[src/u8u16_pkg.sv]
// ----------------------------------------------------------------------------
// u8u16_pkg
// Shared types, constants and helper functions of the UTF-8 to UTF-16
// transcoder.
// ----------------------------------------------------------------------------
package u8u16_pkg;

  // configuration register indexes
  localparam int unsigned CfgIdxW = 1;
  localparam logic [CfgIdxW-1:0] CFG_REPLACEMENT = 1'd0;
  localparam logic [CfgIdxW-1:0] CFG_MAX_CP      = 1'd1;
  localparam int unsigned CfgDataW = 21;

  localparam logic [15:0] REPL_RESET   = 16'h003F;
  localparam logic [20:0] MAX_CP_RESET = 21'h10FFFF;

  localparam logic [30:0] SURR_FIRST = 31'h0000D800;
  localparam logic [30:0] SURR_LAST  = 31'h0000DFFF;
  localparam logic [30:0] BMP_LAST   = 31'h0000FFFF;
  localparam logic [30:0] SUPP_BASE  = 31'h00010000;
  localparam logic [15:0] HIGH_BASE  = 16'hD800;
  localparam logic [5:0]  LOW_PREFIX = 6'b110111;

  // output queue
  localparam int unsigned FifoDepth = 4;
  localparam int unsigned FifoAw    = $clog2(FifoDepth);
  localparam int unsigned FifoCw    = $clog2(FifoDepth + 1);

  typedef struct packed {
    logic [15:0] unit;
    logic        error;
    logic        last;
  } unit_t;

  // zero, one or two units produced by one byte
  typedef struct packed {
    logic [1:0] num;
    unit_t      u0;
    unit_t      u1;
  } dec_res_t;

  // sequence length from the lead byte (up to six), zero for a stray continuation byte or 0xFE/0xFF
  function automatic logic [2:0] lead_length(logic [7:0] b);
    logic [2:0] n;
    case (b) inside
      [8'h00:8'h7F]: n = 3'd1;
      [8'h80:8'hBF]: n = 3'd0;
      [8'hC0:8'hDF]: n = 3'd2;
      [8'hE0:8'hEF]: n = 3'd3;
      [8'hF0:8'hF7]: n = 3'd4;
      [8'hF8:8'hFB]: n = 3'd5;
      [8'hFC:8'hFD]: n = 3'd6;
      default:       n = 3'd0;
    endcase
    return n;
  endfunction

  function automatic dec_res_t repl_result(logic [15:0] repl);
    dec_res_t r;
    r.num = 2'd1;
    r.u0  = '{unit: repl, error: 1'b1, last: 1'b1};
    r.u1  = '0;
    return r;
  endfunction

  // finished code point: replacement, one plain unit or a surrogate pair
  function automatic dec_res_t finish_code(logic [30:0] cp, logic bad,
                                           logic [15:0] repl, logic [20:0] max_cp);
    dec_res_t    r;
    logic [30:0] v;
    v = cp - SUPP_BASE;
    r = '0;
    if (bad || (cp > {10'd0, max_cp}) || ((cp >= SURR_FIRST) && (cp <= SURR_LAST))) begin
      r = repl_result(repl);
    end else if (cp <= BMP_LAST) begin
      r.num = 2'd1;
      r.u0  = '{unit: cp[15:0], error: 1'b0, last: 1'b1};
    end else begin
      r.num = 2'd2;
      r.u0  = '{unit: v[25:10] + HIGH_BASE, error: 1'b0, last: 1'b0};
      r.u1  = '{unit: {LOW_PREFIX, v[9:0]}, error: 1'b0, last: 1'b1};
    end
    return r;
  endfunction

endpackage

[src/u8u16_in_if.sv]
// ----------------------------------------------------------------------------
// u8u16_in_if
// Byte input channel: valid/ready handshake with one UTF-8 byte.
// ----------------------------------------------------------------------------
interface u8u16_in_if;
  logic       valid;
  logic       ready;
  logic [7:0] in_byte;
  logic       in_last;

  modport source (output valid, output in_byte, output in_last, input ready);
  modport sink   (input valid, input in_byte, input in_last, output ready);
endinterface

[src/u8u16_out_if.sv]
// ----------------------------------------------------------------------------
// u8u16_out_if
// Unit output channel: valid/ready handshake with one UTF-16 code unit.
// ----------------------------------------------------------------------------
interface u8u16_out_if;
  logic        valid;
  logic        ready;
  logic [15:0] out_unit;
  logic        out_error;
  logic        out_last;

  modport source (output valid, output out_unit, output out_error, output out_last,
                  input ready);
  modport sink   (input valid, input out_unit, input out_error, input out_last,
                  output ready);
endinterface

[src/u8u16_decode.sv]
// ----------------------------------------------------------------------------
// u8u16_decode
// Sequence state and per-byte decode: gathers continuation bytes and
// produces zero, one or two UTF-16 units for each byte.
// ----------------------------------------------------------------------------
module u8u16_decode (
  input  logic                 clk_i,
  input  logic                 rst_ni,
  input  logic                 fire_i,
  input  logic [7:0]           in_byte_i,
  input  logic                 in_last_i,
  input  logic [15:0]          repl_i,
  input  logic [20:0]          max_cp_i,
  output u8u16_pkg::dec_res_t  res_o,
  output logic [2:0]           pending_o
);

  logic [2:0]  pending_q, pending_d;
  logic [30:0] accum_q, accum_d;
  logic        bad_q, bad_d;

  logic [2:0]  lead_n;
  logic [7:0]  lead_mask;
  logic [2:0]  pend_dec;
  logic [30:0] accum_shift;
  logic        bad_cont;

  assign lead_n      = u8u16_pkg::lead_length(in_byte_i);
  assign lead_mask   = 8'h7F >> lead_n;
  assign pend_dec    = pending_q - 3'd1;
  assign accum_shift = {accum_q[24:0], in_byte_i[5:0]};
  assign bad_cont    = bad_q | (in_byte_i[7:6] != 2'b10);

  always_comb begin
    res_o     = '0;
    pending_d = pending_q;
    accum_d   = accum_q;
    bad_d     = bad_q;
    if (pending_q == 3'd0) begin
      if (lead_n == 3'd0) begin
        res_o = u8u16_pkg::repl_result(repl_i);
      end else if (lead_n == 3'd1) begin
        res_o = u8u16_pkg::finish_code({23'd0, in_byte_i}, 1'b0, repl_i, max_cp_i);
      end else if (in_last_i) begin
        // string ends right after a multi-byte lead
        res_o = u8u16_pkg::repl_result(repl_i);
      end else begin
        pending_d = lead_n - 3'd1;
        accum_d   = {23'd0, in_byte_i & lead_mask};
        bad_d     = 1'b0;
      end
    end else begin
      if (pend_dec == 3'd0) begin
        res_o     = u8u16_pkg::finish_code(accum_shift, bad_cont, repl_i, max_cp_i);
        pending_d = 3'd0;
        accum_d   = '0;
        bad_d     = 1'b0;
      end else if (in_last_i) begin
        res_o     = u8u16_pkg::repl_result(repl_i);
        pending_d = 3'd0;
        accum_d   = '0;
        bad_d     = 1'b0;
      end else begin
        pending_d = pend_dec;
        accum_d   = accum_shift;
        bad_d     = bad_cont;
      end
    end
  end

  always_ff @(posedge clk_i or negedge rst_ni) begin
    if (!rst_ni) begin
      pending_q <= 3'd0;
      accum_q   <= '0;
      bad_q     <= 1'b0;
    end else if (fire_i) begin
      pending_q <= pending_d;
      accum_q   <= accum_d;
      bad_q     <= bad_d;
    end
  end

  assign pending_o = pending_q;

endmodule

[src/u8u16_fifo.sv]
// ----------------------------------------------------------------------------
// u8u16_fifo
// Small output queue of UTF-16 units: takes up to two units a cycle,
// gives one a cycle.
// ----------------------------------------------------------------------------
module u8u16_fifo (
  input  logic                              clk_i,
  input  logic                              rst_ni,
  input  logic [1:0]                        push_num_i,
  input  u8u16_pkg::unit_t                  push0_i,
  input  u8u16_pkg::unit_t                  push1_i,
  input  logic                              pop_i,
  output u8u16_pkg::unit_t                  head_o,
  output logic [u8u16_pkg::FifoCw-1:0]      count_o
);

  u8u16_pkg::unit_t mem_q [u8u16_pkg::FifoDepth];

  logic [u8u16_pkg::FifoAw-1:0] wr_ptr_q, wr_ptr_d;
  logic [u8u16_pkg::FifoAw-1:0] rd_ptr_q, rd_ptr_d;
  logic [u8u16_pkg::FifoCw-1:0] cnt_q, cnt_d;
  logic [u8u16_pkg::FifoAw-1:0] wr_ptr_nx;

  assign wr_ptr_nx = wr_ptr_q + 1'b1;
  assign wr_ptr_d  = wr_ptr_q + push_num_i[u8u16_pkg::FifoAw-1:0];
  assign rd_ptr_d  = rd_ptr_q + {{(u8u16_pkg::FifoAw-1){1'b0}}, pop_i};
  assign cnt_d     = cnt_q + u8u16_pkg::FifoCw'(push_num_i)
                     - {{(u8u16_pkg::FifoCw-1){1'b0}}, pop_i};

  always_ff @(posedge clk_i or negedge rst_ni) begin
    if (!rst_ni) begin
      wr_ptr_q <= '0;
      rd_ptr_q <= '0;
      cnt_q    <= '0;
    end else begin
      wr_ptr_q <= wr_ptr_d;
      rd_ptr_q <= rd_ptr_d;
      cnt_q    <= cnt_d;
    end
  end

  always_ff @(posedge clk_i) begin
    if (push_num_i != 2'd0) begin
      mem_q[wr_ptr_q] <= push0_i;
    end
    if (push_num_i == 2'd2) begin
      mem_q[wr_ptr_nx] <= push1_i;
    end
  end

  assign head_o  = mem_q[rd_ptr_q];
  assign count_o = cnt_q;

endmodule

[src/utf8_to_utf16_transcoder.sv]
// A byte accepted is held in the input register until the queue has room for
//   a surrogate pair; its units are then written into the output queue.
// Throughput: one byte per cycle while the queue has room, limited by the
//   one-unit-per-cycle output queue port (a surrogate pair leaves as two units).
// Reset: asynchronous, active low; clears the sequence state, the queue and
//   loads replacement '?' and limit 0x10FFFF.
// ----------------------------------------------------------------------------
// utf8_to_utf16_transcoder
// Streams UTF-8 bytes in and UTF-16 units out, with replacement units for
// malformed or out-of-range sequences.
// ----------------------------------------------------------------------------
module utf8_to_utf16_transcoder (
  input  logic                              clk_i,
  input  logic                              rst_ni,
  u8u16_in_if.sink                          byte_in,
  u8u16_out_if.source                       unit_out,
  input  logic                              cfg_we_i,
  input  logic [u8u16_pkg::CfgIdxW-1:0]     cfg_index_i,
  input  logic [u8u16_pkg::CfgDataW-1:0]    cfg_wdata_i
);

  logic [15:0] repl_q;
  logic [20:0] max_cp_q;

  logic        in_v_q;
  logic [7:0]  in_byte_q;
  logic        in_last_q;

  logic        in_fire;
  logic        proc;
  logic        pop;

  u8u16_pkg::dec_res_t              res;
  u8u16_pkg::unit_t                 head;
  logic [u8u16_pkg::FifoCw-1:0]     count;
  logic [2:0]                       pending;

  always_ff @(posedge clk_i or negedge rst_ni) begin
    if (!rst_ni) begin
      repl_q   <= u8u16_pkg::REPL_RESET;
      max_cp_q <= u8u16_pkg::MAX_CP_RESET;
    end else if (cfg_we_i) begin
      case (cfg_index_i)
        u8u16_pkg::CFG_REPLACEMENT: repl_q   <= cfg_wdata_i[15:0];
        u8u16_pkg::CFG_MAX_CP:      max_cp_q <= cfg_wdata_i;
        default: ;
      endcase
    end
  end

  // decode only when the queue can absorb a surrogate pair
  assign proc          = in_v_q && (count <= u8u16_pkg::FifoCw'(u8u16_pkg::FifoDepth - 2));
  assign byte_in.ready = !in_v_q || proc;
  assign in_fire       = byte_in.valid && byte_in.ready;

  always_ff @(posedge clk_i or negedge rst_ni) begin
    if (!rst_ni) begin
      in_v_q <= 1'b0;
    end else if (in_fire) begin
      in_v_q <= 1'b1;
    end else if (proc) begin
      in_v_q <= 1'b0;
    end
  end

  always_ff @(posedge clk_i) begin
    if (in_fire) begin
      in_byte_q <= byte_in.in_byte;
      in_last_q <= byte_in.in_last;
    end
  end

  u8u16_decode u_decode (
    .clk_i     (clk_i),
    .rst_ni    (rst_ni),
    .fire_i    (proc),
    .in_byte_i (in_byte_q),
    .in_last_i (in_last_q),
    .repl_i    (repl_q),
    .max_cp_i  (max_cp_q),
    .res_o     (res),
    .pending_o (pending)
  );

  assign pop = unit_out.valid && unit_out.ready;

  u8u16_fifo u_fifo (
    .clk_i      (clk_i),
    .rst_ni     (rst_ni),
    .push_num_i (proc ? res.num : 2'd0),
    .push0_i    (res.u0),
    .push1_i    (res.u1),
    .pop_i      (pop),
    .head_o     (head),
    .count_o    (count)
  );

  assign unit_out.valid     = (count != '0);
  assign unit_out.out_unit  = head.unit;
  assign unit_out.out_error = head.error;
  assign unit_out.out_last  = head.last;

  // queue never overflows
  assert property (@(posedge clk_i) disable iff (!rst_ni)
    count <= u8u16_pkg::FifoCw'(u8u16_pkg::FifoDepth))
    else $error("output queue overflow");

  // a held byte that cannot be decoded blocks the input
  assert property (@(posedge clk_i) disable iff (!rst_ni)
    (in_v_q && !proc) |-> !byte_in.ready)
    else $error("input accepted while decode stalled");

  // the high half of a pair is always queued together with its low half
  assert property (@(posedge clk_i) disable iff (!rst_ni)
    (unit_out.valid && !unit_out.out_last) |-> (count >= u8u16_pkg::FifoCw'(2)))
    else $error("surrogate pair split in queue");

  // a continuation run never exceeds five bytes
  assert property (@(posedge clk_i) disable iff (!rst_ni)
    pending <= 3'd5)
    else $error("sequence length out of range");

endmodule
[src/flat_wrapper.sv]
// flat-port wrapper written by rule: the top's interface ports become plain ports
module utf8_to_utf16_transcoder_flat 
  (clk_i, rst_ni, cfg_we_i, cfg_index_i, cfg_wdata_i, byte_in_valid, byte_in_in_byte, byte_in_in_last, byte_in_ready, unit_out_valid, unit_out_out_unit, unit_out_out_error, unit_out_out_last, unit_out_ready);
  u8u16_in_if byte_in_i ();
  u8u16_out_if unit_out_i ();
  input  logic clk_i;
  input  logic rst_ni;
  input  logic cfg_we_i;
  input  logic [u8u16_pkg::CfgIdxW-1:0] cfg_index_i;
  input  logic [u8u16_pkg::CfgDataW-1:0] cfg_wdata_i;
  input wire logic [$bits(byte_in_i.valid)-1:0] byte_in_valid;
  input wire logic [$bits(byte_in_i.in_byte)-1:0] byte_in_in_byte;
  input wire logic [$bits(byte_in_i.in_last)-1:0] byte_in_in_last;
  output wire logic [$bits(byte_in_i.ready)-1:0] byte_in_ready;
  output wire logic [$bits(unit_out_i.valid)-1:0] unit_out_valid;
  output wire logic [$bits(unit_out_i.out_unit)-1:0] unit_out_out_unit;
  output wire logic [$bits(unit_out_i.out_error)-1:0] unit_out_out_error;
  output wire logic [$bits(unit_out_i.out_last)-1:0] unit_out_out_last;
  input wire logic [$bits(unit_out_i.ready)-1:0] unit_out_ready;
  assign byte_in_i.valid = byte_in_valid;
  assign byte_in_i.in_byte = byte_in_in_byte;
  assign byte_in_i.in_last = byte_in_in_last;
  assign byte_in_ready = byte_in_i.ready;
  assign unit_out_valid = unit_out_i.valid;
  assign unit_out_out_unit = unit_out_i.out_unit;
  assign unit_out_out_error = unit_out_i.out_error;
  assign unit_out_out_last = unit_out_i.out_last;
  assign unit_out_i.ready = unit_out_ready;
  utf8_to_utf16_transcoder u_core (.clk_i(clk_i), .rst_ni(rst_ni), .byte_in(byte_in_i), .unit_out(unit_out_i), .cfg_we_i(cfg_we_i), .cfg_index_i(cfg_index_i), .cfg_wdata_i(cfg_wdata_i));
endmodule
[config.mk]
export PLATFORM = sky130hd
export DESIGN_NAME = utf8_to_utf16_transcoder_flat
export DESIGN_NICKNAME = d
export VERILOG_FILES = /design/src/u8u16_pkg.sv /design/src/u8u16_in_if.sv /design/src/u8u16_out_if.sv /design/src/u8u16_decode.sv /design/src/u8u16_fifo.sv /design/src/utf8_to_utf16_transcoder.sv /design/src/flat_wrapper.sv
export SDC_FILE = /design/constraint.sdc
export NUM_CORES = 1
export LEC_CHECK = 0
export BUFFER_PORTS_ARGS = -buffer_cell sky130_fd_sc_hd__buf_2
export CAP_MARGIN = 15
export CORE_ASPECT_RATIO = 1.4
export CORE_MARGIN = 8
export CORE_UTILIZATION = 60
export CTS_BUF_LIST = sky130_fd_sc_hd__clkbuf_2
export DETAILED_ROUTE_END_ITERATION = 8
export GPL_TIMING_DRIVEN = 0
export MAX_ROUTING_LAYER = met4
export PLACE_DENSITY = 0.78
export SETUP_SLACK_MARGIN = 0.2
export SYNTH_ARGS = -nofsm -noshare
export SYNTH_HDL_FRONTEND = slang
export SYNTH_SLANG_ARGS = --single-unit
export TNS_END_PERCENT = 20
[constraint.sdc]
create_clock -name clk_i -period 3.95 [get_ports clk_i]
set_clock_uncertainty 0.1 [all_clocks]
set_input_delay 0.79 -clock clk_i [delete_from_list [all_inputs] [get_ports clk_i]]
set_output_delay 0.79 -clock clk_i [all_outputs]
set_load 0.05 [all_outputs]
# Word-level counts from Yosys, hierarchy flattened
# Memory sizes are Yosys's and may differ from the RTL's.
# Index checks and enable logic that the tools add are counted.
[op_classes]
add_sub_neg = 9
order_cmp = 20
n_eq_ne = 6
shifts = 1
muxes = 41
bitwise = 3
n_reduce_logical = 24
[op_table]
columns = ["op", "count"]
rows = [
  ["38-bit two-way mux", 5],
  ["25-bit two-way mux", 6],
  ["31-bit by 16-bit less-or-equal comparator with 1-bit output (second input constant)", 2],
  ["8-bit >= comparator (second input constant)", 6],
  ["8-bit less-or-equal comparator (second input constant)", 6],
  ["3-bit two-way mux", 13],
  ["37-bit two-way mux", 1],
  ["36-bit two-way mux", 1],
  ["31-bit by 16-bit >= comparator with 1-bit output (second input constant)", 1],
  ["31-bit by 21-bit greater-than comparator with 1-bit output", 1],
  ["26-bit by 17-bit subtractor with 26-bit output (second input constant)", 1],
  ["8-bit by 21-bit greater-than comparator with 1-bit output", 1],
  ["20-bit two-way mux", 1],
  ["18-bit two-way mux", 1],
  ["16-bit adder (second input constant)", 1],
  ["1-bit two-way mux", 12],
  ["1-bit logical AND", 11],
  ["3-bit logical NOT", 3],
  ["8-bit AND", 1],
  ["8-bit by 1-bit >= comparator with 1-bit output (second input constant)", 1],
  ["8-bit by 7-bit less-or-equal comparator with 1-bit output (second input constant)", 1],
  ["2-bit != test (second input constant)", 4],
  ["7-bit by 3-bit >> shifter with 8-bit output (first input constant)", 1],
  ["3-bit by 1-bit subtractor with 3-bit output (second input constant)", 2],
  ["17 further kinds", 21],
]
[totals]
regBits = 83
ramBits = 72
input_bits = 36
output_inout_bits = 20
word_cells = 116
memories = 1
[memory_table]
columns = ["memory", "depth", "width", "rd", "rd_clocked_by_memory_dff", "wr", "line_no", "text"]
rows = [
  ["u_core.u_fifo.mem_q", 4, 18, 1, 0, 2, "u8u16_fifo.sv:17", "u8u16_pkg::unit_t mem_q [u8u16_pkg::FifoDepth];"],
]

# Depth between registers and ports, before layout
[depth]
depth_word = 17
depth_mapped = 15
depth_no_buf = 13

# Modules after synthesis
# From an unflattened synthesis, not the netlist that was laid out.
[hier_totals]
cells_unflattened = 764
hier_area_um2 = 9178.8
[modules_own_cells]
columns = ["module", "n_inst", "cells_per_inst", "area_each_um2", "seq_area_each_um2"]
rows = [
  ["u8u16_fifo", 1, 214, 3966.3, 2337.2],
  ["u8u16_decode", 1, 450, 3382.0, 725.7],
  ["utf8_to_utf16_transcoder", 1, 100, 1830.5, 1249.9],
]

# Worst setup path after synthesis
# Ideal clock, no wire load.
[synth_path]
path_type = "flip-flop to flip-flop"
start = "register u_core.max_cp_q[3]"
end = "register u_core.u_fifo.cnt_q (netlist bit u_core.u_fifo.count_o[2])"
setup_time_ns = 0.123
arrival_ns = 3.311
required_ns = 3.727
path_slack_ns = 0.416
stages_incl_launch_ff = 15
n_path_buf = 1
period_less_slack_ns = 3.534
path_cell_list = "dfstp_2 > inv_1 > ha_1 > a21o_1 > a21oi_1 > a21oi_1 > o31ai_2 > a31oi_4 > buf_4 > nor4_1 > o21a_1 > nor2_1 > ha_1 > fa_1 > xnor2_1"
[synth_via]
elab_chain_cells = 9
[synth_lines]
columns = ["item", "line_no", "text"]
rows = [
  ["start: declaration", "utf8_to_utf16_transcoder.sv:23", "logic [20:0] max_cp_q;"],
  ["start signal: assignment", "utf8_to_utf16_transcoder.sv:41", "max_cp_q <= u8u16_pkg::MAX_CP_RESET;"],
  ["start signal: assignment", "utf8_to_utf16_transcoder.sv:45", "u8u16_pkg::CFG_MAX_CP: max_cp_q <= cfg_wdata_i;"],
  ["31-bit by 21-bit greater-than comparator with 1-bit output", "u8u16_pkg.sv:73", "if (bad || (cp > {10'd0, max_cp}) || ((cp >= SURR_FIRST) && (cp <= SURR_LAST))) begin"],
  ["1-bit logical OR (2 in series)", "u8u16_pkg.sv:73", ""],
  ["38-bit two-way mux", "u8u16_pkg.sv:73", ""],
  ["38-bit two-way mux", "u8u16_decode.sv:53", "if (pend_dec == 3'd0) begin"],
  ["38-bit two-way mux", "u8u16_decode.sv:39", "if (pending_q == 3'd0) begin"],
  ["2-bit two-way mux", "utf8_to_utf16_transcoder.sv:90", ".push_num_i (proc ? res.num : 2'd0),"],
  ["3-bit by 2-bit adder with 3-bit output", "u8u16_fifo.sv:27", "assign cnt_d = cnt_q + u8u16_pkg::FifoCw'(push_num_i)"],
  ["3-bit by 1-bit subtractor with 3-bit output", "u8u16_fifo.sv:28", "- {{(u8u16_pkg::FifoCw-1){1'b0}}, pop_i};"],
  ["named net u_core.u_fifo.cnt_d, one bit", "u8u16_fifo.sv:21", "logic [u8u16_pkg::FifoCw-1:0] cnt_q, cnt_d;"],
  ["end signal: assignment", "u8u16_fifo.sv:38", "cnt_q <= cnt_d;"],
  ["end: declaration", "u8u16_fifo.sv:21", ""],
]
# The timed path passes the listed nets, and every way through them passes these cells.
# A chain may end at the register's enable or synchronous reset.

==> impl_metrics.py <==
metrics = {
    "run_status": {
        "outcome": "finished clean",
    },
    "power": {
        "finalPower_w": 0.00888,
        "power_density_nw_per_um2": 888,
        "power.leakage_nw": 4.10,
        "max-vdd-ir-drop_mv": 0.741,
    },
    "floorplanning": {
        "fp.dieW_um": 120,
        "start_util_pct": 60.8,
        "core_um2": 14900,
        "die_area_um2": 19400,
        "pin_count": 56,
        "die_height_um": 162,
        "num_rows": 53,
    },
    "sta": {
        "fin_crit_ns": 3.71,
        "worst_slew_margin_rel_pct": 24.9,
        "whs_ns": 0.0312,
        "final-max-slew-violation-count": 0,
        "setup_viol": 0,
        "finalHoldViolCount": 0,
        "clock.fmax_ghz": 0.270,
        "fin_crit_sh_pct": 93.9,
        "worst_pin_slew_ns": 1.12,
        "rsz0062_at_grt": "yes",
    },
    "placement": {
        "place_hpwl_um": 19700,
        "placedCellCount": 1061,
        "place_congestion": 1.04,
        "placed_area_um2": 9590,
        "place.port_buffers": 55,
    },
    "worst_setup_path": {
        "crit_path_end_kind": "register",
        "crit_type": "register to register",
        "required_ns": 4.49,
        "critPathSlowestCell": "edfxtp_1",
        "crit_path_max_incr_delay_ns": 0.46,
        "worst_setup_path_start_kind": "register",
        "cp_cell_sequence": "buf_4 > buf_4 > inv_1 > o21ai_0 > a31oi_2 > inv_1 > ha_1 > nor2_1 > a21oi_1 > o21ai_4 > a31o_2 > o21ai_0 > o21ai_2 > buf_6 > nor2_1 > a221o_1",
        "crit_fanout": 10,
        "arrival_ns": 4.25,
    },
    "yosys": {
        "synth-edff-count": 73,
        "ys_ff_latch": 155,
        "synth_area_um2": 9070,
        "synthMostInstantiatedCell": "nand2_1",
        "ys_async_sr_fraction_pct": 47.7,
        "ys.warnings.count": 0,
        "synth_area_leader_cell": "edfxtp_1",
        "synth-seq-area-share_pct": 46.6,
        "synth-main-ff-cell": "edfxtp_1",
        "synth_area_leaders": "edfxtp_1, dfrtp_1, dfstp_2",
        "syn_avg_cell_area_um2": 11.1,
        "synth_common_cells": "nand2_1, edfxtp_1, dfrtp_1",
        "synth_top_area_share_pct": 24.2,
        "synth.distinct_cells": 83,
        "synthCells": 814,
        "synth_fp_nets": 889,
    },
    "clocking": {
        "cts_root_buf": "clkbuf_2",
        "clkLatencyLatePin_ns": 0.76,
        "cts_buffers": 17,
        "postCtsHoldBufs": 0,
        "clk_pin_slew_ns": 0.27,
        "h-tree-depth": 4,
        "clock_path_buffers": 2,
        "cts.sinks": 155,
        "cts_tree": "built",
    },
    "routing": {
        "drt_iter0_markers": 662,
        "first_pass_iters": 6,
        "drc_errors": 0,
        "wl_per_cell_um": 23.8,
        "wirelength_um": 26300,
        "vias": 7336,
        "route.detailed.vias_per_inst": 6.64,
        "drtAntennaViolNets": 0,
    },
    "final_layout": {
        "syn_to_final_growth_pct": 10.2,
        "drive_gt1_share_pct": 30.0,
        "design_area_um2": 10000,
        "nets": 973,
        "instances_no_fill": 1104,
        "fill_cells": 1141,
    },
    "grt": {
        "globalRouteOverflowTotal": 0,
        "grtUsageTotal_pct": 28.3,
        "grt_max_degree": 75,
        "antenna_found_initial": 1,
        "grt_pass1_wl_um": 41100,
        "grt_pass1_vias": 7570,
    },
    "worst_hold_path": {
        "hold_path.class": "primary input to async pin",
    },
    "flow_run": {
        "drv_cap": 0,
    },
}
-- placed cells by master (no fill, tap or decap), types with 9 or more instances in the layout --
cell type   n
buf_4      15
dfrtp_1    51
clkbuf_2   23
a21o_1     11
mux2_2     35
clkbuf_1   17
a31oi_1    10
nor2_1     36
and2_1     12
a221o_1    15
o21ai_0    50
a22o_1     27
nand2_1    92
xnor2_1    11
a21oi_1    17
inv_1      40
edfxtp_1   73
dfstp_2    23
ha_1       38
mux4_2     18
nand3_1    17
buf_2      70
nor3_1      9
nand2b_1   11
-- logic make-up after synthesis --
group	Yosys count	share of synthesized area (%)
mux	61	10.0
fa+ha+maj	39	5.46
buf+inv	88	4.38
flops	155	46.6
xor+xnor	15	1.45
compound gates	211	17.4
simple gates	245	14.6
-- final timing paths --
kind                                                            to  depth (start not counted)                                     from  slack, ns
max in group asynchronous      u_core.u_fifo.wr_ptr_q[0]$_DFF_PN0_                          1                                   rst_ni       3.07
min in group clk_i                   u_core.in_byte_q[4]$_DFFE_PP_                          1                       byte_in_in_byte[4]       0.08
max                           u_core.u_fifo.mem_q[2][12]$_DFFE_PP_                         16            u_core.in_byte_q[3]$_DFFE_PP_       0.24
min reg2reg                u_core.u_fifo.mem_q[1][15]$_SDFFE_PP0P_                          2  u_core.u_fifo.mem_q[1][15]$_SDFFE_PP0P_       0.42
min                                u_core.max_cp_q[16]$_DFFE_PN0P_                          1                                   rst_ni       0.03
max reg2reg                   u_core.u_fifo.mem_q[2][12]$_DFFE_PP_                         16            u_core.in_byte_q[3]$_DFFE_PP_       0.24
-- critical path, delay by kind of cell (launching register included) --
kind	cells	cell delay (ns)
flip-flops	1	0.46
AND/OR/NAND/NOR	2	0.42
adder cells (fa/ha/maj)	1	0.28
AO/OA/AOI/OAI	8	1.62
buffers and inverters	5	0.70
-- power by group --
group	switching (W)	total, W	leakage (nW)	internal (W)
sequential	0.000317	0.00241	1.64	0.00210
clock	0.000676	0.000872	0.138	0.000196
combinational	0.00374	0.00559	2.32	0.00186
total	0.00473	0.00888	4.10	0.00415
-- timing repair --
item,CTS,global route
hold endpoints to repair,0,0
gates cloned,0,0
endpoints found under the setup margin,90,117
buffers inserted,4,6
resized for setup,14,20
pin swaps,3,4
-- metal layers --
metal,vias up,wire length [um],GRT usage [%],part of all wire (%)
li1,3241,-,-,-
met1,3621,9640,30.6,37
met2,354,13600,48.2,52
met3,120,1520,4.40,5.8
met4,0,1540,16.8,5.9
met5,-,0,-,0
-- sequential cells by signal, indices dropped and copies added (netlist names) --
signal,cells
u_core.u_fifo.count_o,3
u_core.u_decode.bad_q,1
u_core.u_decode.accum_q,25
u_core.u_fifo.mem_q,72
u_core.in_byte_q,8
u_core.max_cp_q,21
u_core.u_fifo.wr_ptr_q,2
u_core.u_decode.pending_o,3
u_core.in_last_q,1
u_core.repl_q,16
u_core.in_v_q,1
u_core.u_fifo.rd_ptr_q,2
-- through the flow --
stage	TNS [ns]	setup slack, ns	utilization (%)
detailed placement	-10.93	-0.298	64.3
finish	0	0.240	67.0
global route	0	0.121	67.0
CTS	0	0.0479	66.1
floorplan	0	0.416	-
global placement	-7.05	-0.308	64.3
-- area by class of cell --
type / count / area, um^2 / share of cell area [%]
Tap cell: 192 / 240 / 2.40
Inverter: 40 / 150 / 1.50
Multi-Input combinational cell: 571 / 4550 / 45.5
Sequential cell: 155 / 4230 / 42.3
Buffer: 48 / 263 / 2.63
Timing Repair Buffer: 65 / 353 / 3.53
Clock buffer: 18 / 90.1 / 0.901
Antenna cell: 1 / 2.50 / 0.0250
Clock inverter: 14 / 125 / 1.25
(Power assumes the default switching activity.)
